## config.mk

```make
export PLATFORM = sky130hd
export DESIGN_NAME = merged_chroma_upsample_ycbcr_to_rgb_flat
export DESIGN_NICKNAME = d
export VERILOG_FILES = /design/src/hw/rtl/mcrgb_pkg.sv /design/src/hw/rtl/mcrgb_in_if.sv /design/src/hw/rtl/mcrgb_out_if.sv /design/src/hw/rtl/mcrgb_pipe.sv /design/src/hw/rtl/merged_chroma_upsample_ycbcr_to_rgb.sv /design/src/flat_wrapper.sv
export SDC_FILE = /design/constraint.sdc
export NUM_CORES = 1
export LEC_CHECK = 0
export ABC_AREA = 1
export BUFFER_PORTS_ARGS = -buffer_cell sky130_fd_sc_hd__buf_4
export CAP_MARGIN = 20
export CORE_UTILIZATION = 30
export CTS_BUF_LIST = sky130_fd_sc_hd__clkbuf_8 sky130_fd_sc_hd__clkbuf_16
export CTS_CLUSTER_SIZE = 40
export DETAILED_ROUTE_END_ITERATION = 12
export GPL_TIMING_DRIVEN = 0
export MAX_ROUTING_LAYER = met4
export SETUP_SLACK_MARGIN = 0.2
export SLEW_MARGIN = 20
export SYNTH_ARGS = -nofsm -noshare
export SYNTH_HDL_FRONTEND = slang
export SYNTH_SLANG_ARGS = --single-unit
```

## constraint.sdc

```tcl
create_clock -name clk_i -period 5.55 [get_ports clk_i]
set_input_delay 0.2775 -clock clk_i [delete_from_list [all_inputs] [get_ports clk_i]]
set_output_delay 0.2775 -clock clk_i [all_outputs]
set_load 0.005 [all_outputs]
```

## src/hw/rtl/mcrgb_pkg.sv

```systemverilog
`default_nettype none

package mcrgb_pkg;

  localparam int unsigned CfgIdxW  = 1;
  localparam int unsigned CfgDataW = 1;

  localparam logic [CfgIdxW-1:0] CfgTwoRows   = 1'b0;
  localparam logic [CfgIdxW-1:0] CfgEmitAlpha = 1'b1;

  localparam logic [8:0] ChromaCenter = 9'd128;

  localparam logic signed [16:0] CoefCrRed   = 17'sd22971;
  localparam logic signed [16:0] CoefCbGreen = 17'sd11277;
  localparam logic signed [16:0] CoefCrGreen = 17'sd23401;
  localparam logic signed [16:0] CoefCbBlue  = 17'sd29033;

  localparam logic signed [25:0] RoundHalf14 = 26'sd8192;
  localparam logic signed [25:0] RoundHalf15 = 26'sd16384;

  localparam logic [7:0] AlphaOpaque = 8'hFF;
  localparam logic [7:0] AlphaNone   = 8'h00;

  typedef struct packed {
    logic [7:0] cb;
    logic [7:0] cr;
    logic [7:0] y_tl;
    logic [7:0] y_tr;
    logic [7:0] y_bl;
    logic [7:0] y_br;
    logic       has_right;
  } chroma_beat_t;

  typedef struct packed {
    logic [7:0] r;
    logic [7:0] g;
    logic [7:0] b;
  } rgb_t;

  // Pixel slot is {row, column}.
  typedef struct packed {
    rgb_t [3:0] px;
    logic       has_right;
  } quad_t;

  function automatic logic [7:0] clamp_byte(input logic signed [10:0] v);
    logic [7:0] res;
    if (v < 0) begin
      res = 8'd0;
    end else if (v > 11'sd255) begin
      res = 8'd255;
    end else begin
      res = v[7:0];
    end
    return res;
  endfunction

endpackage

`default_nettype wire

```

## src/hw/rtl/mcrgb_in_if.sv

```systemverilog
`default_nettype none

interface mcrgb_in_if;
  logic       valid;
  logic       ready;
  logic [7:0] cb_sample;
  logic [7:0] cr_sample;
  logic [7:0] y_top_left;
  logic [7:0] y_top_right;
  logic [7:0] y_bottom_left;
  logic [7:0] y_bottom_right;
  logic       has_right;

  modport source (
    output valid, cb_sample, cr_sample, y_top_left, y_top_right,
           y_bottom_left, y_bottom_right, has_right,
    input  ready
  );
  modport sink (
    input  valid, cb_sample, cr_sample, y_top_left, y_top_right,
           y_bottom_left, y_bottom_right, has_right,
    output ready
  );
endinterface

`default_nettype wire

```

## src/hw/rtl/mcrgb_out_if.sv

```systemverilog
`default_nettype none

interface mcrgb_out_if;
  logic       valid;
  logic       ready;
  logic [7:0] red;
  logic [7:0] green;
  logic [7:0] blue;
  logic [7:0] alpha;
  logic       row_index;
  logic       column_in_pair;
  logic       last;

  modport source (
    output valid, red, green, blue, alpha, row_index, column_in_pair, last,
    input  ready
  );
  modport sink (
    input  valid, red, green, blue, alpha, row_index, column_in_pair, last,
    output ready
  );
endinterface

`default_nettype wire

```

## src/hw/rtl/mcrgb_pipe.sv

```systemverilog
`default_nettype none

module mcrgb_pipe
  import mcrgb_pkg::*;
(
  input  wire logic         clk_i,
  input  wire logic         rst_ni,
  input  wire logic         in_valid_i,
  input  wire chroma_beat_t in_beat_i,
  output logic              in_ready_o,
  output logic              out_valid_o,
  output quad_t             out_quad_o,
  input  wire logic         out_ready_i
);

  logic v1_q, v2_q, v3_q, v4_q;
  logic en1, en2, en3, en4;

  logic signed [8:0]  cb1_q, cr1_q;
  logic [3:0][7:0]    y1_q, y2_q, y3_q;
  logic               rt1_q, rt2_q, rt3_q;

  logic signed [25:0] pr2_q, pgb2_q, pgr2_q, pb2_q;

  logic signed [25:0] rsum, gsum, bsum;
  logic signed [8:0]  radd3_q, gsub3_q, badd3_q;

  quad_t              quad_d, quad4_q;

  assign en4 = !v4_q || out_ready_i;
  assign en3 = !v3_q || en4;
  assign en2 = !v2_q || en3;
  assign en1 = !v1_q || en2;
  assign in_ready_o = en1;

  always_ff @(posedge clk_i or negedge rst_ni) begin
    if (!rst_ni) begin
      v1_q <= 1'b0;
      v2_q <= 1'b0;
      v3_q <= 1'b0;
      v4_q <= 1'b0;
    end else begin
      if (en1) v1_q <= in_valid_i;
      if (en2) v2_q <= v1_q;
      if (en3) v3_q <= v2_q;
      if (en4) v4_q <= v3_q;
    end
  end

  always_ff @(posedge clk_i) begin
    if (en1) begin
      cb1_q <= $signed({1'b0, in_beat_i.cb} - ChromaCenter);
      cr1_q <= $signed({1'b0, in_beat_i.cr} - ChromaCenter);
      y1_q  <= {in_beat_i.y_br, in_beat_i.y_bl, in_beat_i.y_tr, in_beat_i.y_tl};
      rt1_q <= in_beat_i.has_right;
    end
    if (en2) begin
      pr2_q  <= cr1_q * CoefCrRed;
      pgb2_q <= cb1_q * CoefCbGreen;
      pgr2_q <= cr1_q * CoefCrGreen;
      pb2_q  <= cb1_q * CoefCbBlue;
      y2_q   <= y1_q;
      rt2_q  <= rt1_q;
    end
    if (en3) begin
      radd3_q <= rsum[22:14];
      gsub3_q <= gsum[23:15];
      badd3_q <= bsum[22:14];
      y3_q    <= y2_q;
      rt3_q   <= rt2_q;
    end
    if (en4) begin
      quad4_q <= quad_d;
    end
  end

  assign rsum = pr2_q + RoundHalf14;
  assign gsum = pgb2_q + pgr2_q + RoundHalf15;
  assign bsum = pb2_q + RoundHalf14;

  always_comb begin
    logic signed [10:0] yv;
    quad_d.has_right = rt3_q;
    for (int i = 0; i < 4; i++) begin
      yv = $signed({3'b000, y3_q[i]});
      quad_d.px[i].r = clamp_byte(yv + {{2{radd3_q[8]}}, radd3_q});
      quad_d.px[i].g = clamp_byte(yv - {{2{gsub3_q[8]}}, gsub3_q});
      quad_d.px[i].b = clamp_byte(yv + {{2{badd3_q[8]}}, badd3_q});
    end
  end

  assign out_valid_o = v4_q;
  assign out_quad_o  = quad4_q;

endmodule

`default_nettype wire

```

## src/hw/rtl/merged_chroma_upsample_ycbcr_to_rgb.sv

```systemverilog
// An accepted chroma beat passes the four pipeline stages and the serializer register
// before its first pixel beat. The output serializer emits one pixel beat per cycle
// while the sink is ready; a chroma beat yields one, two or four pixel beats by mode
// and odd-width end. The conversion pipeline accepts a new beat every cycle while it
// has room. Reset clears all valid bits and both configuration registers.
`default_nettype none

module merged_chroma_upsample_ycbcr_to_rgb
  import mcrgb_pkg::*;
(
  input  wire logic                clk_i,
  input  wire logic                rst_ni,
  input  wire logic                cfg_we_i,
  input  wire logic [CfgIdxW-1:0]  cfg_idx_i,
  input  wire logic [CfgDataW-1:0] cfg_data_i,
  mcrgb_in_if.sink                 in_ch,
  mcrgb_out_if.source              out_ch
);

  logic         two_rows_q, emit_alpha_q;
  chroma_beat_t in_beat;
  logic         pipe_valid, load;
  quad_t        pipe_quad;

  quad_t        quad_q, quad_d;
  logic         sv_q, sv_d;
  logic [1:0]   k_q, k_d;
  logic         last, beat_done;
  rgb_t         px;

  always_ff @(posedge clk_i or negedge rst_ni) begin
    if (!rst_ni) begin
      two_rows_q   <= 1'b0;
      emit_alpha_q <= 1'b0;
    end else if (cfg_we_i) begin
      if (cfg_idx_i == CfgTwoRows)   two_rows_q   <= cfg_data_i[0];
      if (cfg_idx_i == CfgEmitAlpha) emit_alpha_q <= cfg_data_i[0];
    end
  end

  assign in_beat.cb        = in_ch.cb_sample;
  assign in_beat.cr        = in_ch.cr_sample;
  assign in_beat.y_tl      = in_ch.y_top_left;
  assign in_beat.y_tr      = in_ch.y_top_right;
  assign in_beat.y_bl      = in_ch.y_bottom_left;
  assign in_beat.y_br      = in_ch.y_bottom_right;
  assign in_beat.has_right = in_ch.has_right;

  mcrgb_pipe u_pipe (
    .clk_i       (clk_i),
    .rst_ni      (rst_ni),
    .in_valid_i  (in_ch.valid),
    .in_beat_i   (in_beat),
    .in_ready_o  (in_ch.ready),
    .out_valid_o (pipe_valid),
    .out_quad_o  (pipe_quad),
    .out_ready_i (load)
  );

  assign last      = (k_q[1] == two_rows_q) && (k_q[0] || !quad_q.has_right);
  assign beat_done = sv_q && out_ch.ready;
  assign load      = !sv_q || (beat_done && last);

  always_comb begin
    sv_d   = sv_q;
    k_d    = k_q;
    quad_d = quad_q;
    if (load) begin
      sv_d   = pipe_valid;
      k_d    = 2'd0;
      quad_d = pipe_quad;
    end else if (beat_done) begin
      k_d = k_q + (quad_q.has_right ? 2'd1 : 2'd2);
    end
  end

  always_ff @(posedge clk_i or negedge rst_ni) begin
    if (!rst_ni) begin
      sv_q <= 1'b0;
      k_q  <= 2'd0;
    end else begin
      sv_q <= sv_d;
      k_q  <= k_d;
    end
  end

  always_ff @(posedge clk_i) begin
    quad_q <= quad_d;
  end

  assign px = quad_q.px[k_q];

  assign out_ch.valid          = sv_q;
  assign out_ch.red            = px.r;
  assign out_ch.green          = px.g;
  assign out_ch.blue           = px.b;
  assign out_ch.alpha          = emit_alpha_q ? AlphaOpaque : AlphaNone;
  assign out_ch.row_index      = k_q[1];
  assign out_ch.column_in_pair = k_q[0];
  assign out_ch.last           = last;

endmodule

`default_nettype wire
```

## src/flat_wrapper.sv

```systemverilog
// flat-port wrapper written by rule: the top's interface ports become plain ports
module merged_chroma_upsample_ycbcr_to_rgb_flat import mcrgb_pkg::*;
  (clk_i, rst_ni, cfg_we_i, cfg_idx_i, cfg_data_i, in_ch_valid, in_ch_cb_sample, in_ch_cr_sample, in_ch_y_top_left, in_ch_y_top_right, in_ch_y_bottom_left, in_ch_y_bottom_right, in_ch_has_right, in_ch_ready, out_ch_valid, out_ch_red, out_ch_green, out_ch_blue, out_ch_alpha, out_ch_row_index, out_ch_column_in_pair, out_ch_last, out_ch_ready);
  mcrgb_in_if in_ch_i ();
  mcrgb_out_if out_ch_i ();
  input  wire logic clk_i;
  input  wire logic rst_ni;
  input  wire logic cfg_we_i;
  input  wire logic [CfgIdxW-1:0] cfg_idx_i;
  input  wire logic [CfgDataW-1:0] cfg_data_i;
  input wire logic [$bits(in_ch_i.valid)-1:0] in_ch_valid;
  input wire logic [$bits(in_ch_i.cb_sample)-1:0] in_ch_cb_sample;
  input wire logic [$bits(in_ch_i.cr_sample)-1:0] in_ch_cr_sample;
  input wire logic [$bits(in_ch_i.y_top_left)-1:0] in_ch_y_top_left;
  input wire logic [$bits(in_ch_i.y_top_right)-1:0] in_ch_y_top_right;
  input wire logic [$bits(in_ch_i.y_bottom_left)-1:0] in_ch_y_bottom_left;
  input wire logic [$bits(in_ch_i.y_bottom_right)-1:0] in_ch_y_bottom_right;
  input wire logic [$bits(in_ch_i.has_right)-1:0] in_ch_has_right;
  output wire logic [$bits(in_ch_i.ready)-1:0] in_ch_ready;
  output wire logic [$bits(out_ch_i.valid)-1:0] out_ch_valid;
  output wire logic [$bits(out_ch_i.red)-1:0] out_ch_red;
  output wire logic [$bits(out_ch_i.green)-1:0] out_ch_green;
  output wire logic [$bits(out_ch_i.blue)-1:0] out_ch_blue;
  output wire logic [$bits(out_ch_i.alpha)-1:0] out_ch_alpha;
  output wire logic [$bits(out_ch_i.row_index)-1:0] out_ch_row_index;
  output wire logic [$bits(out_ch_i.column_in_pair)-1:0] out_ch_column_in_pair;
  output wire logic [$bits(out_ch_i.last)-1:0] out_ch_last;
  input wire logic [$bits(out_ch_i.ready)-1:0] out_ch_ready;
  assign in_ch_i.valid = in_ch_valid;
  assign in_ch_i.cb_sample = in_ch_cb_sample;
  assign in_ch_i.cr_sample = in_ch_cr_sample;
  assign in_ch_i.y_top_left = in_ch_y_top_left;
  assign in_ch_i.y_top_right = in_ch_y_top_right;
  assign in_ch_i.y_bottom_left = in_ch_y_bottom_left;
  assign in_ch_i.y_bottom_right = in_ch_y_bottom_right;
  assign in_ch_i.has_right = in_ch_has_right;
  assign in_ch_ready = in_ch_i.ready;
  assign out_ch_valid = out_ch_i.valid;
  assign out_ch_red = out_ch_i.red;
  assign out_ch_green = out_ch_i.green;
  assign out_ch_blue = out_ch_i.blue;
  assign out_ch_alpha = out_ch_i.alpha;
  assign out_ch_row_index = out_ch_i.row_index;
  assign out_ch_column_in_pair = out_ch_i.column_in_pair;
  assign out_ch_last = out_ch_i.last;
  assign out_ch_i.ready = out_ch_ready;
  merged_chroma_upsample_ycbcr_to_rgb u_core (.clk_i(clk_i), .rst_ni(rst_ni), .cfg_we_i(cfg_we_i), .cfg_idx_i(cfg_idx_i), .cfg_data_i(cfg_data_i), .in_ch(in_ch_i), .out_ch(out_ch_i));
endmodule
```

==> results of run 1 <==
cells by family after synthesis:
kind of cell	Yosys count	synth area share [%]
and+or+nand+nor	1021	15.16
buffers and inverters	507	6.733
adders and majority gates	505	24.70
DFF	413	42.68
AOI/OAI and AO/OA	367	6.918
xor gates and xnor gates	126	3.811
through the flow:
| stage | TNS (ps) | hold WS (ps) | worst slack [ps] |
|---|---|---|---|
| 3_3_place_gp | -198370 | 118.7 | -1534 |
| 3_5_place_dp | 0 | 124.6 | 477.8 |
| 6_report | 0 | 36.54 | 555.3 |
| 5_1_grt | 0 | 26.69 | 212.5 |
| 2_1_floorplan | 0 | -18.09 | 416.3 |
| 4_1_cts | 0 | 8.007 | 449.6 |
layout make-up:
cell class / count / area (µm²)
Fill cell: 9594 / 61630
Multi-Input combinational cell: 2019 / 14660
Sequential cell: 413 / 12360
Inverter: 477 / 1795
Tap cell: 1265 / 1583
Timing Repair Buffer: 159 / 1476
Clock buffer: 50 / 1251
Clock inverter: 39 / 379.1
Buffer: 30 / 158.9
cell usage in the layout, fill, tap and decap left out, drive strengths merged, types with 63 or more instances in the layout:
cell    count
nand2     589
inv       487
edfxtp    404
ha        394
a21oi     188
nor2      165
nand3     159
buf       120
fa        111
o21ai     103
xor2       78
clkbuf     63
timing repair:
item,CTS,global route
hold buffers,56,0
endpoints found under the setup margin,0,3
setup buffers,0,2
endpoints found under the hold margin,63,0
per-layer routing:
metal  part of all wire, %  wire length (µm)  vias up  track usage [%]
met1                    46             32260     9516            18.73
li1                      -                 -    10340                -
met3                   3.3              2295      101            1.561
met4                   3.0              2116        0            4.867
met2                    47             32850      330            24.49
met5                     0                 0        -                -
worst reg2reg max path: cells and delay by family, from the launching register on:
| kind | cells | cell delay (ps) |
|---|---|---|
| buffers and inverters | 4 | 560 |
| adders and majority gates | 5 | 2310 |
| DFF | 1 | 1060 |
| AOI/OAI and AO/OA | 3 | 570 |
| and+or+nand+nor | 3 | 270 |
path summary, 6_finish.rpt:
path | cells past startpoint | from | to | slack, ps
min in group clk_i | 2 | in_ch_y_bottom_right[1] | u_core.u_pipe.y1_q[25] | 380
max | 15 | u_core.u_pipe.cb1_q[7] | u_core.u_pipe.pgb2_q[23] | 560
min | 2 | rst_ni | u_core.emit_alpha_q | 40
min reg2reg | 0 | u_core.u_pipe.out_quad_o[27] | u_core.quad_q[27] | 390
max in group asynchronous | 2 | rst_ni | u_core.u_pipe.v1_q | 5360
max reg2reg | 15 | u_core.u_pipe.cb1_q[7] | u_core.u_pipe.pgb2_q[23] | 560
state kept, by name (all words and copies together) (netlist names), 2 cells and up:
signal                    cells
u_core.u_pipe.y1_q           32
u_core.u_pipe.y3_q           32
u_core.u_pipe.cr1_q           8
u_core.u_pipe.radd3_q         9
u_core.u_pipe.cb1_q           8
u_core.u_pipe.pgb2_q         24
u_core.u_pipe.pb2_q          10
u_core.k_q                    2
u_core.u_pipe.gsub3_q         9
u_core.quad_q                97
u_core.u_pipe.out_quad_o     97
u_core.u_pipe.badd3_q         9
u_core.u_pipe.y2_q           32
u_core.u_pipe.pr2_q          11
u_core.u_pipe.pgr2_q         23
==> flow_summary.json, run 1 <==
{
  "synth_seq_cells": 413,
  "skew_ps": 34.50,
  "synthFlopType": "edfxtp_1",
  "netlist_area_um2": 28950,
  "startpoint_type": "flop",
  "cts_resized": 0,
  "place_inst": 4305,
  "die-height_um": 312.7,
  "cts_buffer_depth": 3,
  "syn_nets": 3500,
  "cp.arrival_ps": 5340,
  "crit_required_ps": 5900,
  "wl_per_cell_um": 15.62,
  "final_net_count": 3711,
  "antenna_left": 0,
  "placed_area_um2": 31460,
  "final-instance-count-excl-fill": 4452,
  "crit_buf_inv": 4,
  "routed_wl_mm": 69.53,
  "synthTopCellsByCount": "nand2_1 (580), inv_1 (466), edfxtp_1 (404), ha_1 (394), a21oi_1 (184)",
  "utilization_pct": 35.32,
  "slew_violations": 0,
  "crit_type": "flop to flop",
  "grt_pass1_wl_mm": 109.7,
  "drtIter0Drc": 1221,
  "status": "complete, no violations",
  "rsz0062_at_grt": "false",
  "synth_top_area_cell": "edfxtp_1",
  "cts.sinks": 413,
  "cts_tree": "done",
  "route.detailed.drc": 0,
  "min_path_type": "input pin to async pin",
  "yosysMostFrequentCell": "nand2_1",
  "start_util_pct": 30.38,
  "grt.overflow.total": 0,
  "relSlewSlack_pct": 27.59,
  "worst_setup_path_end_kind": "flop",
  "die_area_um2": 97760,
  "grt_max_degree": 66,
  "clock.fmax_mhz": 200.2,
  "cts_buffers": 50,
  "cts_max_level": 2,
  "core-area_um2": 95290,
  "cts_root_buf": "clkbuf_16",
  "hpwl_mm": 56.11,
  "finalHoldViolCount": 0,
  "min_period_ps": 4995,
  "io_buffers": 92,
  "rows": 113,
  "period_share_pct": 90.00,
  "n_antenna_cell": 0,
  "via_count": 20280,
  "grt_usage_pct": 14.74,
  "grt_pass1_vias": 20360,
  "finalWeightedCongestion": 0.9111,
  "drv_cap": 0,
  "ys_warn_count": 0,
  "path_cells": "inv_1 -> fa_1 -> inv_1 -> fa_1 -> inv_1 -> fa_1 -> inv_1 -> ha_1 -> ha_1 -> a21oi_1 -> o21ai_0 -> a21oi_1 -> nand3_1 -> nand2_1 -> nand2_1",
  "crit_top_cell": "inv_1",
  "synth_cells": 2939,
  "dr.pass1.iters": 5,
  "cpPeakStageDelay_ps": 1060,
  "ios": 93,
  "crit_slowest_cell": "edfxtp_1",
  "worst_slew_pin_slew_ps": 1086,
  "yosysSeqAreaShare_pct": 42.68,
  "antenna_found_initial": 5,
  "syn2layout_area_growth_pct": 16.26,
  "async_reset_ff_share_pct": 2.179,
  "cp_top_family": "adder cells",
  "synth_cell_type_count": 48,
  "clock_latency_ps": 630,
  "drive_above_1_share_pct": 7.342,
  "die_w_um": 312.7,
  "clk_pin_slew_worst_paths_ps": 60,
  "yosys-top-cells-area": "edfxtp_1 (42%), ha_1 (17%), fa_1 (7.7%)",
  "avgSynthCellArea_um2": 9.852,
  "synth_edf_count": 404,
  "setup_viol": 0,
  "design_area_um2": 33660,
  "cp_max_fo": 20,
  "via_per_inst": 4.556,
  "synth_top_area_share_pct": 41.90
}
Power of run 1 is not shown: default switching activity piles up to over one toggle a cycle in this logic, so the estimate is an artifact.
==> inputs of run 2 (changes only) <==
- REMOVE_ABC_BUFFERS: unset -> 1
==> run 2 against run 1 <==
Net effect: clock skew is 3.4 ps lower; critical path depth up 4; global-route usage down 0.29 points; final cell count down 0.70%; first-iteration DRC count is 13% lower; sequential share of layout area increased by 0.19 points; setup slack better by 8.7 ps; core utilization down 0.18 points; via count is 1.6% lower; fmax grew 0.17%; die area did not move; critical endpoint is now u_core.u_pipe.pr2_q[21]; largest cell class unchanged.
==> flow_summary.json, run 2 (same netlist as run 1, synthesis figures left out) <==
{
  "rows": 113,
  "grt_pass1_wl_mm": 108.4,
  "status": "complete, no violations",
  "grt_pass1_vias": 19800,
  "clk_pin_slew_worst_paths_ps": 70,
  "cts_root_buf": "clkbuf_16",
  "core-area_um2": 95290,
  "antenna_found_initial": 2,
  "cts_max_level": 2,
  "grt_max_degree": 82,
  "rsz0062_at_grt": "false",
  "placed_area_um2": 31310,
  "die-height_um": 312.7,
  "hpwl_mm": 54.80,
  "skew_ps": 31.11,
  "cp_max_fo": 13,
  "die_w_um": 312.7,
  "die_area_um2": 97760,
  "drv_cap": 0,
  "drtIter0Drc": 1058,
  "finalWeightedCongestion": 0.8895,
  "setup_viol": 0,
  "relSlewSlack_pct": 28.39,
  "via_per_inst": 4.513,
  "reg2regPathDepth": 19,
  "r2r_start": "u_core.u_pipe.cr1_q[6]",
  "hold-worst-slack_ps": 48.09,
  "wl_per_cell_um": 15.43,
  "grt.overflow.total": 0,
  "clock_latency_ps": 600,
  "design_area_um2": 33490,
  "rrSetupSlack_ps": 560,
  "worst_setup_path_end_kind": "flop",
  "final_net_count": 3679,
  "finalHoldViolCount": 0,
  "route.detailed.drc": 0,
  "drive_above_1_share_pct": 7.098,
  "startpoint_type": "flop",
  "layout_common_cells": "nand2_1 (580), inv_1 (471), edfxtp_1 (404)",
  "routed_wl_mm": 68.23,
  "min_path_type": "input pin to async pin",
  "cts_buffers": 48,
  "min_period_ps": 4986,
  "final_common_cell": "nand2_1",
  "via_count": 19950,
  "period_share_pct": 89.84,
  "fill_cells": 9673,
  "slew_violations": 0,
  "timing.rr.end": "u_core.u_pipe.pr2_q[21]",
  "cts.sinks": 413,
  "dr.pass1.iters": 6,
  "n_antenna_cell": 0,
  "start_util_pct": 30.38,
  "syn2layout_area_growth_pct": 15.66,
  "cts_buffer_depth": 3,
  "antenna_left": 0,
  "io_buffers": 92,
  "crit_type": "flop to flop",
  "worst_slew_pin_slew_ps": 1074,
  "cp.arrival_ps": 5320,
  "ios": 93,
  "cts_tree": "done",
  "clock.fmax_mhz": 200.6,
  "grt_usage_pct": 14.44,
  "utilization_pct": 35.14,
  "crit_required_ps": 5880
}
run 2: changes by cell type in the layout (fill, tap and decap cells not counted), moves of 2 or more:
cell,delta
clkinvlp_4,+2
clkbuf_1,-13
clkinv_1,-5
buf_2,-7
clkinv_2,+3
buf_12,+2
buf_4,-10
run 2: worst max path at each step:
stage	cells after the start	to	from	slack (ps)
2_1_floorplan	8	u_core.u_pipe.out_quad_o[0]	u_core.k_q[0]	-740
3_3_place_gp	8	u_core.u_pipe.out_quad_o[32]	u_core.k_q[0]	-3790
3_5_place_dp	15	u_core.u_pipe.pgb2_q[23]	u_core.u_pipe.cb1_q[7]	430
4_1_cts	15	u_core.u_pipe.pgb2_q[23]	u_core.u_pipe.cb1_q[7]	390
5_1_grt	19	u_core.u_pipe.pr2_q[17]	u_core.u_pipe.cr1_q[6]	250
6_report	19	u_core.u_pipe.pr2_q[21]	u_core.u_pipe.cr1_q[6]	560
run 2: critical path, cell delays in order, from the launching register on:
cell and delay (ps):
edfxtp_1 870, inv_1 210, ha_1 370, inv_1 150, ha_1 350, inv_1 60, fa_1 550, inv_1 60
fa_1 480, ha_1 320, ha_1 330, nand2_1 70, nor3_1 230, nand2_1 90, nand2_1 90, nand2_1 50
nand3_1 190, nand2_1 110, nand3_1 90, nand2_1 50
run 2: metal layers:
layer,wire (µm),vias to the layer above,track usage (%)
li1,-,10290,-
met1,31980,9229,18.99
met2,32040,345,23.62
met5,0,-,-
met4,1683,0,3.980
met3,2526,93,1.495
run 2: cell type report:
class	instances	area, µm²	area share, %
multi-input cells	2019	14660	43.78
flip-flops and latches	413	12360	36.90
inverters	477	1795	5.361
well taps	1265	1583	4.726
repair buffers	159	1489	4.446
clock buffers	49	1226	3.662
clock inverters	39	376.6	1.125
run 2: stage by stage:
| step | instances | TNS (ps) | setup WS [ps] |
|---|---|---|---|
| CTS | 4420 | 0 | 391.7 |
| global placement | 4266 | -954070 | -3786 |
| finish | 4421 | 0 | 563.9 |
| detailed placement | 4276 | 0 | 425.8 |
| global route | 4421 | 0 | 251.9 |
| floorplan | 2909 | -74850 | -737.6 |
run 2: what timing repair did:
item | CTS | global route
buffers inserted | 0 | 1
endpoints found under the hold margin | 63 | 0
resized for setup | 0 | 0
endpoints found under the setup margin | 0 | 1
hold buffers | 56 | 0
Power of run 2 is left out for the same reason.
==> inputs of run 3 (changes only) <==
- RECOVER_POWER: unset -> 25
==> run 3 against run 2 <==
Net effect: largest cell class unchanged; final cell count barely moved; final area barely moved; clock skew about the same; routed wire length about the same; die area is the same; worst hold slack improved by 130 ps; sequential share of layout area is essentially flat; sequential cell count is the same; setup slack improved by 13 ps; core utilization about the same; count of clock-buffer cells in the layout stayed put; register-to-register slack about the same.
==> flow_summary.json, run 3 (same netlist as run 1, synthesis figures left out) <==
{
  "drive_above_1_share_pct": 6.907,
  "multi_input_area_um2": 14660,
  "fill_cells": 9680,
  "crit_top_cell": "nand2_1",
  "cp-endpoint": "u_core.u_pipe.pr2_q[21]",
  "final_net_count": 3679,
  "skew_ps": 30.83,
  "wl_per_cell_um": 15.42,
  "layout_common_cells": "nand2_1 (580), inv_1 (471), edfxtp_1 (404)",
  "cts_root_buf": "clkbuf_16",
  "crit_start": "u_core.u_pipe.cr1_q[6]",
  "path_cells": "inv_1 -> ha_1 -> inv_1 -> ha_1 -> inv_1 -> fa_1 -> inv_1 -> fa_1 -> ha_1 -> ha_1 -> nand2_1 -> nor3_1 -> nand2_1 -> nand2_1 -> nand2_1 -> nand3_1 -> nand2_1 -> nand3_1 -> nand2_1",
  "startpoint_type": "flop",
  "grt.overflow.total": 0,
  "ff_latch_area_um2": 12360,
  "wl_met3_mm": 2.699,
  "route.detailed.drc": 0,
  "cts_resized": 0,
  "die_w_um": 312.7,
  "crit_cells": 19,
  "crit_buf_inv": 4,
  "finalWeightedCongestion": 0.8895,
  "start_util_pct": 30.38,
  "antenna_found_initial": 2,
  "dr.pass1.iters": 5,
  "cp_top_family": "adder cells",
  "cp.arrival_ps": 5310,
  "via_count": 19910,
  "cts.sinks": 413,
  "clk_pin_slew_worst_paths_ps": 70,
  "r2r_start": "u_core.u_pipe.cr1_q[6]",
  "crit_type": "flop to flop",
  "crit_slowest_cell": "edfxtp_1",
  "place_ws_ps": 425.8,
  "crit_required_ps": 5880,
  "rrSetupSlack_ps": 580,
  "hpwl_mm": 54.80,
  "cpPeakStageDelay_ps": 870,
  "rsz0062_at_grt": "false",
  "core-area_um2": 95290,
  "cts_buffers": 48,
  "min_path_type": "input pin to async pin",
  "via_per_inst": 4.503,
  "slew_violations": 0,
  "setup_viol": 0,
  "timing.rr.end": "u_core.u_pipe.pr2_q[21]",
  "die_area_um2": 97760,
  "io_buffers": 92,
  "status": "complete, no violations",
  "drtIter0Drc": 1045,
  "drv_cap": 0,
  "grt_pass1_vias": 19800,
  "reg2regPathDepth": 19,
  "routed_wl_mm": 68.17,
  "final-instance-count-excl-fill": 4422,
  "min_period_ps": 4973,
  "grt_max_degree": 82,
  "die-height_um": 312.7,
  "clock.fmax_mhz": 201.1,
  "met1_length_mm": 31.85,
  "worst_setup_path_end_kind": "flop",
  "ios": 93,
  "grt_usage_pct": 14.44,
  "antenna_left": 0,
  "cts_max_level": 2,
  "wl_met2_mm": 31.93,
  "dr.max_layer_used": "met4",
  "worst_slew_pin_slew_ps": 1081,
  "fin_ws_ps": 577.0,
  "cp_max_fo": 13,
  "place_inst": 4276,
  "relSlewSlack_pct": 27.95,
  "grt_pass1_wl_mm": 108.4,
  "period_share_pct": 89.60,
  "rows": 113,
  "final_common_cell": "nand2_1",
  "clock_latency_ps": 600,
  "finalHoldViolCount": 0,
  "cts_buffer_depth": 3,
  "cts_tree": "done",
  "syn2layout_area_growth_pct": 15.59
}
## run 3: what timing repair did
item	CTS	global route
endpoints found under the setup margin	0	1
hold endpoints to repair	63	0
hold buffers	56	0
buffers inserted	0	1
## run 3: cell type report
class	count	area share, %
multi-input cells	2019	43.80
flip-flops and latches	413	36.92
inverters	477	5.365
well taps	1265	4.729
repair buffers	159	4.381
clock buffers	49	3.664
clock inverters	39	1.125
diodes	1	0.007477
## run 3: worst min-delay path by stage
stage / start / to / slack, ps / cells past startpoint
floorplan: rst_ni / u_core.emit_alpha_q / -20 / 0
global placement: rst_ni / u_core.k_q[0] / 110 / 1
detailed placement: rst_ni / u_core.k_q[1] / 110 / 1
CTS: rst_ni / u_core.k_q[1] / 20 / 2
global route: rst_ni / u_core.k_q[1] / 220 / 2
finish: rst_ni / u_core.k_q[1] / 170 / 2
## run 3: stage by stage
step	util [%]	setup TNS (ps)	instance area [µm²]	hold WS [ps]
2_1_floorplan	-	-74850	28800	-18.09
3_3_place_gp	32.60	-954070	31070	113.2
3_5_place_dp	32.86	0	31310	113.0
4_1_cts	35.13	0	33470	15.61
5_1_grt	35.12	0	33470	218.1
6_report	35.12	0	33470	174.0
## run 3: routing by layer
layer	up-vias	GRT usage [%]
li1	10280	-
met1	9192	18.99
met2	346	23.62
met3	95	1.495
met4	0	3.980
met5	-	-
Power of run 3 is left out for the same reason.
